## src/sv/flbp_pkg.sv

```systemverilog
`timescale 1ns / 1ps
// ----------------------------------------------------------------------------
// Frame buffer lock pool package
// Sizes, codes and word types shared by the lock pool modules.
// ----------------------------------------------------------------------------
package flbp_pkg;

   localparam int NUM_FRAMES  = 4;
   localparam int FRAME_IDX_W = $clog2(NUM_FRAMES);

   localparam int CMD_W      = 2;
   localparam int SEQ_W      = 32;
   localparam int FRAME_IN_W = 4;
   localparam int STATUS_W   = 3;
   localparam int CNT_W      = 8;

   localparam logic [CNT_W-1:0] CNT_MAX = '1;

   localparam logic [CMD_W-1:0] CMD_WRITE   = 2'd0;
   localparam logic [CMD_W-1:0] CMD_READ    = 2'd1;
   localparam logic [CMD_W-1:0] CMD_RELEASE = 2'd2;

   localparam logic [STATUS_W-1:0] STATUS_OK           = 3'd0;
   localparam logic [STATUS_W-1:0] STATUS_NONE         = 3'd1;
   localparam logic [STATUS_W-1:0] STATUS_STOPPED      = 3'd2;
   localparam logic [STATUS_W-1:0] STATUS_BAD_RELEASE  = 3'd3;
   localparam logic [STATUS_W-1:0] STATUS_READERS_FULL = 3'd4;
   localparam logic [STATUS_W-1:0] STATUS_WLOCK_HELD   = 3'd5;

   localparam int CSR_ADDR_W = 3;
   localparam int CSR_DATA_W = 32;
   localparam logic REG_CAPTURE_RUNNING = 1'b0;

   typedef enum logic [1:0] {
      ST_IDLE,
      ST_SCAN,
      ST_COMMIT
   } state_type;

   typedef enum logic [1:0] {
      UPD_NONE,
      UPD_SEQ_LOCK,
      UPD_LOCK_CLR,
      UPD_CNT
   } upd_op_type;

   typedef struct packed {
      logic [CMD_W-1:0]      cmd;
      logic [SEQ_W-1:0]      seq;
      logic [FRAME_IN_W-1:0] frame_index;
   } req_word_type;

   typedef struct packed {
      logic [STATUS_W-1:0]   status;
      logic [FRAME_IN_W-1:0] granted_frame;
      logic [SEQ_W-1:0]      granted_seq;
   } rsp_word_type;

   typedef struct packed {
      logic [SEQ_W-1:0] seq;
      logic             wlock;
      logic [CNT_W-1:0] cnt;
   } frame_entry_type;

   typedef struct packed {
      upd_op_type             op;
      logic [FRAME_IDX_W-1:0] idx;
      logic [SEQ_W-1:0]       seq;
      logic [CNT_W-1:0]       cnt;
   } tbl_upd_type;

endpackage

```

## src/sv/flbp_cmp.sv

```systemverilog
`timescale 1ns / 1ps
// ----------------------------------------------------------------------------
// Frame buffer lock pool compare unit
// One subtractor shared by the write and read scans to qualify a frame.
// ----------------------------------------------------------------------------
module flbp_cmp import flbp_pkg::*; (
   input  logic             is_write,
   input  frame_entry_type  entry,
   input  logic [SEQ_W-1:0] bound,
   output logic             cand
);

   logic [SEQ_W-1:0] op_a;
   logic [SEQ_W-1:0] op_b;
   logic [SEQ_W:0]   diff;
   logic             less;

   // A write looks for entry < bound, a read for bound < entry.
   assign op_a = is_write ? entry.seq : bound;
   assign op_b = is_write ? bound : entry.seq;
   assign diff = {1'b0, op_a} - {1'b0, op_b};
   assign less = diff[SEQ_W];

   always_comb begin
      if (is_write) begin
         cand = less && (entry.cnt == '0);
      end else begin
         cand = less && !entry.wlock;
      end
   end

endmodule

```

## src/sv/flbp_table.sv

```systemverilog
`timescale 1ns / 1ps
// ----------------------------------------------------------------------------
// Frame buffer lock pool table
// Holds sequence number, write lock and reader count of every frame.
// ----------------------------------------------------------------------------
module flbp_table import flbp_pkg::*; (
   input  logic                   clock,
   input  logic                   reset,
   input  tbl_upd_type            upd,
   input  logic [FRAME_IDX_W-1:0] rd_idx,
   output frame_entry_type        rd_entry,
   output logic                   any_wlock
);

   logic [SEQ_W-1:0]      seq_ff   [NUM_FRAMES];
   logic [NUM_FRAMES-1:0] wlock_ff;
   logic [CNT_W-1:0]      cnt_ff   [NUM_FRAMES];
   logic                  rd_in_range;

   always_ff @(posedge clock) begin
      if (reset) begin
         for (int i = 0; i < NUM_FRAMES; i++) begin
            seq_ff[i] <= '0;
            cnt_ff[i] <= '0;
         end
         wlock_ff <= '0;
      end else begin
         unique case (upd.op)
            UPD_SEQ_LOCK: begin
               seq_ff[upd.idx]   <= upd.seq;
               wlock_ff[upd.idx] <= 1'b1;
            end
            UPD_LOCK_CLR: begin
               wlock_ff[upd.idx] <= 1'b0;
            end
            UPD_CNT: begin
               cnt_ff[upd.idx] <= upd.cnt;
            end
            UPD_NONE: begin
            end
            default: begin
            end
         endcase
      end
   end

   assign rd_in_range = ({1'b0, rd_idx} < (FRAME_IDX_W+1)'(NUM_FRAMES));

   always_comb begin
      if (rd_in_range) begin
         rd_entry.seq   = seq_ff[rd_idx];
         rd_entry.wlock = wlock_ff[rd_idx];
         rd_entry.cnt   = cnt_ff[rd_idx];
      end else begin
         rd_entry = '0;
      end
   end

   assign any_wlock = |wlock_ff;

endmodule

```

## src/sv/frame_buffer_lock_pool.sv

```systemverilog
`timescale 1ns / 1ps
// Writes and reads scan the frames one at a time in index order through the shared
// compare unit, then commit the result word; releases and unused commands go straight
// to commit. One word is in work at a time, so a new word is accepted only after the
// last one has committed, and the commit waits while a stalled result word is held.
// Synchronous reset clears all frames, locks and counts at once and stops capture.
// ----------------------------------------------------------------------------
// Frame buffer lock pool
// Sequenced scan of the frame table that grants write and read locks.
// ----------------------------------------------------------------------------
module frame_buffer_lock_pool import flbp_pkg::*; (
   input  logic                  clock,
   input  logic                  reset,
   input  logic                  req_valid,
   output logic                  req_stall,
   input  req_word_type          req_data,
   output logic                  rsp_valid,
   input  logic                  rsp_stall,
   output rsp_word_type          rsp_data,
   input  logic                  csr_psel,
   input  logic                  csr_penable,
   input  logic                  csr_pwrite,
   input  logic [CSR_ADDR_W-1:0] csr_paddr,
   input  logic [CSR_DATA_W-1:0] csr_pwdata,
   output logic [CSR_DATA_W-1:0] csr_prdata,
   output logic                  csr_pready
);

   state_type              state_ff, state_in;
   logic [CMD_W-1:0]       cmd_ff, cmd_in;
   logic [SEQ_W-1:0]       seq_ff, seq_in;
   logic [FRAME_IN_W-1:0]  idx_ff, idx_in;
   logic [SEQ_W-1:0]       bound_ff, bound_in;
   logic                   found_ff, found_in;
   logic [FRAME_IDX_W-1:0] pick_ff, pick_in;
   logic [CNT_W-1:0]       pick_cnt_ff, pick_cnt_in;
   logic [FRAME_IDX_W-1:0] scan_idx_ff, scan_idx_in;
   logic                   running_ff, running_in;
   logic                   rsp_valid_ff, rsp_valid_in;
   rsp_word_type           rsp_ff, rsp_in;

   logic                   req_fire;
   logic                   rsp_free;
   logic                   commit_go;
   logic                   scan_last;
   logic                   is_write;
   logic                   idx_in_range;
   logic                   cand;
   logic                   any_wlock;
   logic                   csr_wr;
   logic [FRAME_IDX_W-1:0] rd_idx;
   frame_entry_type        rd_entry;
   tbl_upd_type            upd_raw;
   tbl_upd_type            upd;
   rsp_word_type           result;

   flbp_table u_table (
      .clock     (clock),
      .reset     (reset),
      .upd       (upd),
      .rd_idx    (rd_idx),
      .rd_entry  (rd_entry),
      .any_wlock (any_wlock)
   );

   flbp_cmp u_cmp (
      .is_write (is_write),
      .entry    (rd_entry),
      .bound    (bound_ff),
      .cand     (cand)
   );

   assign req_fire     = req_valid && !req_stall;
   assign rsp_free     = !rsp_valid_ff || !rsp_stall;
   assign commit_go    = (state_ff == ST_COMMIT) && rsp_free;
   assign scan_last    = (scan_idx_ff == FRAME_IDX_W'(NUM_FRAMES - 1));
   assign is_write     = (cmd_ff == CMD_WRITE);
   assign idx_in_range = ({1'b0, idx_ff} < (FRAME_IN_W+1)'(NUM_FRAMES));
   assign csr_wr       = csr_psel && csr_penable && csr_pwrite && csr_pready;

   // Next state
   always_comb begin
      state_in = state_ff;
      unique case (state_ff)
         ST_IDLE: begin
            if (req_fire) begin
               if (req_data.cmd == CMD_WRITE || req_data.cmd == CMD_READ) begin
                  state_in = ST_SCAN;
               end else begin
                  state_in = ST_COMMIT;
               end
            end
         end
         ST_SCAN: begin
            if (scan_last) begin
               state_in = ST_COMMIT;
            end
         end
         ST_COMMIT: begin
            if (rsp_free) begin
               state_in = ST_IDLE;
            end
         end
         default: begin
            state_in = ST_IDLE;
         end
      endcase
   end

   // Outputs of the sequencer: table port and commit decision
   always_comb begin
      req_stall = (state_ff != ST_IDLE);
      rd_idx    = (state_ff == ST_SCAN) ? scan_idx_ff : idx_ff[FRAME_IDX_W-1:0];
      result    = '{status: STATUS_OK, granted_frame: '0, granted_seq: '0};
      upd_raw   = '{op: UPD_NONE, idx: '0, seq: '0, cnt: '0};
      unique case (cmd_ff)
         CMD_WRITE: begin
            if (any_wlock) begin
               result.status = STATUS_WLOCK_HELD;
            end else if (!found_ff) begin
               result.status = STATUS_NONE;
            end else begin
               result.granted_frame = FRAME_IN_W'(pick_ff);
               result.granted_seq   = seq_ff;
               upd_raw.op  = UPD_SEQ_LOCK;
               upd_raw.idx = pick_ff;
               upd_raw.seq = seq_ff;
            end
         end
         CMD_READ: begin
            if (!running_ff) begin
               result.status = STATUS_STOPPED;
            end else if (!found_ff) begin
               result.status = STATUS_NONE;
            end else if (pick_cnt_ff == CNT_MAX) begin
               result.status = STATUS_READERS_FULL;
            end else begin
               result.granted_frame = FRAME_IN_W'(pick_ff);
               result.granted_seq   = bound_ff;
               upd_raw.op  = UPD_CNT;
               upd_raw.idx = pick_ff;
               upd_raw.cnt = pick_cnt_ff + CNT_W'(1);
            end
         end
         CMD_RELEASE: begin
            // A write lock is dropped first, whatever the reader count is.
            if (!idx_in_range) begin
               result.status = STATUS_BAD_RELEASE;
            end else if (rd_entry.wlock) begin
               upd_raw.op  = UPD_LOCK_CLR;
               upd_raw.idx = idx_ff[FRAME_IDX_W-1:0];
            end else if (rd_entry.cnt != '0) begin
               upd_raw.op  = UPD_CNT;
               upd_raw.idx = idx_ff[FRAME_IDX_W-1:0];
               upd_raw.cnt = rd_entry.cnt - CNT_W'(1);
            end else begin
               result.status = STATUS_BAD_RELEASE;
            end
         end
         default: begin
         end
      endcase
      upd = upd_raw;
      if (!commit_go) begin
         upd.op = UPD_NONE;
      end
   end

   // Datapath next values
   always_comb begin
      cmd_in       = cmd_ff;
      seq_in       = seq_ff;
      idx_in       = idx_ff;
      bound_in     = bound_ff;
      found_in     = found_ff;
      pick_in      = pick_ff;
      pick_cnt_in  = pick_cnt_ff;
      scan_idx_in  = scan_idx_ff;
      running_in   = running_ff;
      rsp_valid_in = rsp_valid_ff;
      rsp_in       = rsp_ff;

      if (req_fire) begin
         cmd_in      = req_data.cmd;
         seq_in      = req_data.seq;
         idx_in      = req_data.frame_index;
         bound_in    = req_data.seq;
         found_in    = 1'b0;
         scan_idx_in = '0;
      end

      // Strict compare keeps the lowest index among equal numbers.
      if (state_ff == ST_SCAN) begin
         scan_idx_in = scan_idx_ff + FRAME_IDX_W'(1);
         if (cand) begin
            bound_in    = rd_entry.seq;
            found_in    = 1'b1;
            pick_in     = scan_idx_ff;
            pick_cnt_in = rd_entry.cnt;
         end
      end

      if (commit_go) begin
         rsp_valid_in = 1'b1;
         rsp_in       = result;
      end else if (!rsp_stall) begin
         rsp_valid_in = 1'b0;
      end

      if (csr_wr && csr_paddr[CSR_ADDR_W-1] == REG_CAPTURE_RUNNING) begin
         running_in = csr_pwdata[0];
      end
   end

   always_ff @(posedge clock) begin
      if (reset) begin
         state_ff     <= ST_IDLE;
         rsp_valid_ff <= 1'b0;
         running_ff   <= 1'b0;
      end else begin
         state_ff     <= state_in;
         rsp_valid_ff <= rsp_valid_in;
         running_ff   <= running_in;
      end
   end

   always_ff @(posedge clock) begin
      cmd_ff      <= cmd_in;
      seq_ff      <= seq_in;
      idx_ff      <= idx_in;
      bound_ff    <= bound_in;
      found_ff    <= found_in;
      pick_ff     <= pick_in;
      pick_cnt_ff <= pick_cnt_in;
      scan_idx_ff <= scan_idx_in;
      rsp_ff      <= rsp_in;
   end

   assign rsp_valid  = rsp_valid_ff;
   assign rsp_data   = rsp_ff;
   assign csr_pready = 1'b1;
   assign csr_prdata = (csr_paddr[CSR_ADDR_W-1] == REG_CAPTURE_RUNNING) ?
                       {{(CSR_DATA_W-1){1'b0}}, running_ff} : '0;

endmodule

```

## config.mk

```make
export PLATFORM = sky130hd
export DESIGN_NAME = frame_buffer_lock_pool
export DESIGN_NICKNAME = d
export VERILOG_FILES = /design/src/sv/flbp_pkg.sv /design/src/sv/flbp_cmp.sv /design/src/sv/flbp_table.sv /design/src/sv/frame_buffer_lock_pool.sv
export SDC_FILE = /design/constraint.sdc
export NUM_CORES = 1
export LEC_CHECK = 0
export BUFFER_PORTS_ARGS = -buffer_cell sky130_fd_sc_hd__buf_2
export CAP_MARGIN = 5
export CORE_ASPECT_RATIO = 2
export CORE_MARGIN = 2
export CORE_UTILIZATION = 50
export DETAILED_ROUTE_END_ITERATION = 6
export PLACE_DENSITY_LB_ADDON = 0.12
export SETUP_SLACK_MARGIN = 0.15
export SLEW_MARGIN = 0
export SYNTH_ARGS = -nofsm -noshare
export SYNTH_HDL_FRONTEND = slang
export SYNTH_SLANG_ARGS = --single-unit
```

## constraint.sdc

```tcl
create_clock -name clock -period 8.52 [get_ports clock]
set_input_delay 2.13 -clock clock [delete_from_list [all_inputs] [get_ports clock]]
set_output_delay 2.13 -clock clock [all_outputs]
set_load 0.05 [all_outputs]
```

==> impl_metrics.toml <==
[status]
status = "finished, final reports clean"

[power_and_ir_drop]
finalPower_mw = 3.48
p_per_area_nw_per_um2 = 224
ir_worst_vdd_v = 0.000173
leakagePower_nw = 6.06

[global_routing]
grt_util_met2_pct = 44.6
busiest_layer = "met2"
grt_usage_pct = 22.1
grt_use_met1_pct = 22.9
grt_pass1_wl_um = 48300
overflow = 0
grt_pass1_vias = 8770
grt_max_degree = 43
antenna_found_initial = 0
grt_use_met3_pct = 2.42

[critical_path]
cp_slowest_stage_delay_ns = 0.80
crit_slowest_cell = "mux2i_4"
path_buf_inv = 2
cp_top_family = "multiplexers"
worstSetupPathType = "reg2reg"
cp.arrival_ns = 6.08
startpoint_type = "register"
end_kind = "register"
worst_ep_required_time_ns = 8.95
regToRegSetupSlack_ns = 2.87
worstPathCellList = "and2b_4 > mux2i_4 > buf_4 > mux4_2 > mux2_2 > ha_1 > a21o_1 > a21oi_1 > nor2b_1 > o21ai_0 > a21oi_1 > or3_1 > a211oi_4 > buf_4 > mux2_2"
crit_fanout = 32

[routing]
dr_total_vias = 8359
drtIter0Drc = 492
drc = 0
post_drt_via_cell_ratio = 5.65
wl_um = 31800
drt_pass1_iterations = 5
routedWlPerCell_um = 21.5
route.antenna.remaining_nets = 0

[sta]
rsz0062_at_grt = "false"
totalNegativeSetupSlack_ns = 0
setup_ws_ns = 2.87
min_period_ns = 5.65
finalSetupViolCount = 0
timing.slew.headroom_pct = 33.4
period_share_pct = 66.3
fmax_ghz = 0.177
finalClockSkew_ns = 0.0177
worst_pin_slew_ns = 0.997
finalHoldViolCount = 0
slew_violations = 0

[finish]
regArea_um2 = 8240
final_nets = 1229
n_antenna_cell = 0
area_delta_synth_final_pct = 11.3
layout_commonest_cell = "edfxtp_1"
multi_input_area_um2 = 5230
drive_above_1_share_pct = 23.9
final_cell_mix = "edfxtp_1 (247), nor2_1 (139), buf_2 (86), mux2_2 (69), inv_1 (53)"
fillCellCount = 2392

[yosys]
ys.flop_type = "edfxtp_1"
ys_types = 58
ys_async_sr_fraction_pct = 0
synth_edf_count = 247
ys_seq_area_share_pct = 59.1
ys_warn_count = 0
syn_area_um2 = 13900
avgSynthCellArea_um2 = 13.5
netlist_instances = 1031
synth-seq-cells = 288

[floorplanning]
fp.dieW_um = 122
start_util_pct = 50.6
rows = 86
die_h_um = 240
dieArea_um2 = 29300
boundaryPins = 154
coreArea_um2 = 27500

[clock_tree]
htree_levels = 1
cts.clk_slew.worst_paths_ns = 0.06
tritoncts = "done"
clock_latency_ns = 0.54
clock-sinks = 288
cts_hold_buf = 0
postCtsSetupRepairBufs = 0
cts_buffers = 27
cts_resized = 0
cts-root-buf = "clkbuf_16"
clk_path_buf_depth = 3

[placement]
pre_cts_slack_ns = 2.79
port_buffers = 86
hpwl_um = 20700
place.gp.congestion = 0.782

[hold_path]
hold_class = "reg2reg"

[run]
maxCapViolations = 0
-- logic make-up after synthesis --
logic type	count (synthesis)	synth area share, %
other	2	0.0538
multiplexers	176	17.3
XOR/XNOR	11	0.691
AND/OR/NAND/NOR	267	8.57
flip-flops	288	59.1
buffers and inverters	140	4.99
AO/OA/AOI/OAI	106	5.64
adder cells (fa/ha/maj)	41	3.68
-- routing by layer --
layer	vias to the layer above	routed length, um
li1	3896	-
met1	4243	11000
met2	174	18700
met3	46	1180
met4	0	892
met5	-	0
-- metrics by stage --
stage                     util, %  area [um^2]  cells  hold WS [ns]
after global placement       53.2        14700   1431         0.470
after detailed placement     53.2        14700   1431         0.478
after floorplan                 -        14100   1063         0.446
final                        56.4        15500   1480         0.490
after global routing         56.4        15500   1480         0.522
after CTS                    56.4        15500   1480         0.492
-- final timing paths --
path	start	to	depth (start not counted)
max reg2reg	state_ff[0]	bound_ff[1]	15
max	state_ff[0]	bound_ff[1]	15
min reg2reg	scan_idx_ff[1]	pick_ff[1]	0
min	scan_idx_ff[1]	pick_ff[1]	0
-- cell usage after synthesis, drive strengths merged (4+ instances only) --
master | instances | area, um^2
o21bai | 8 | 60.1
inv | 53 | 199
nand3b | 5 | 37.5
dfxtp | 41 | 821
clkbuf | 35 | 131
ha | 41 | 513
or2 | 4 | 25.0
nor3 | 19 | 95.1
a21o | 7 | 52.6
o21ai | 8 | 40.0
or3 | 5 | 31.3
a21oi | 23 | 119
nand4 | 7 | 43.8
o22ai | 4 | 25.0
edfxtp | 247 | 7420
nand2 | 49 | 184
nor2b | 6 | 37.5
nand3 | 8 | 40.0
xnor2 | 8 | 70.1
buf | 52 | 365
a22o | 34 | 298
nand2b | 8 | 50.1
nor2 | 140 | 526
mux4 | 42 | 950
mux2 | 97 | 1090
mux2i | 37 | 374
-- worst register-to-register path, cell delays in order (launching register included) --
cell      delay [ns]
dfxtp_1         0.46
and2b_4         0.23
mux2i_4         0.80
buf_4           0.69
mux4_2          0.64
mux2_2          0.28
ha_1            0.32
a21o_1          0.17
a21oi_1         0.14
nor2b_1         0.06
o21ai_0         0.14
a21oi_1         0.13
or3_1           0.47
a211oi_4        0.21
buf_4           0.42
mux2_2          0.39
-- where the power goes --
part / internal [mW] / total (mW) / switching, mW
registers: 1.63 / 1.69 / 0.0661
clock network: 0.703 / 1.21 / 0.511
logic: 0.257 / 0.572 / 0.315
-- area by class of cell --
cell class | instances | area share, %
clock buffers | 42 | 4.91
inverters | 53 | 1.28
well taps | 352 | 2.84
flip-flops and latches | 288 | 53.0
repair buffers | 103 | 3.59
multi-input cells | 635 | 33.6
clock inverters | 7 | 0.701
-- registers in the layout (all words and copies together) (netlist names), named ones only --
| signal | cells |
|---|---|
| u_table.seq_ff | 128 |
| pick_ff | 2 |
| rsp_valid | 1 |
| found_ff | 1 |
| state_ff | 2 |
| cmd_ff | 2 |
| running_ff | 1 |
| pick_cnt_ff | 8 |
| bound_ff | 32 |
| scan_idx_ff | 2 |
| rsp_data | 37 |
| seq_ff | 32 |
| u_table.cnt_ff | 32 |
| idx_ff | 4 |
No activity file was read; power rests on OpenSTA's default activity.
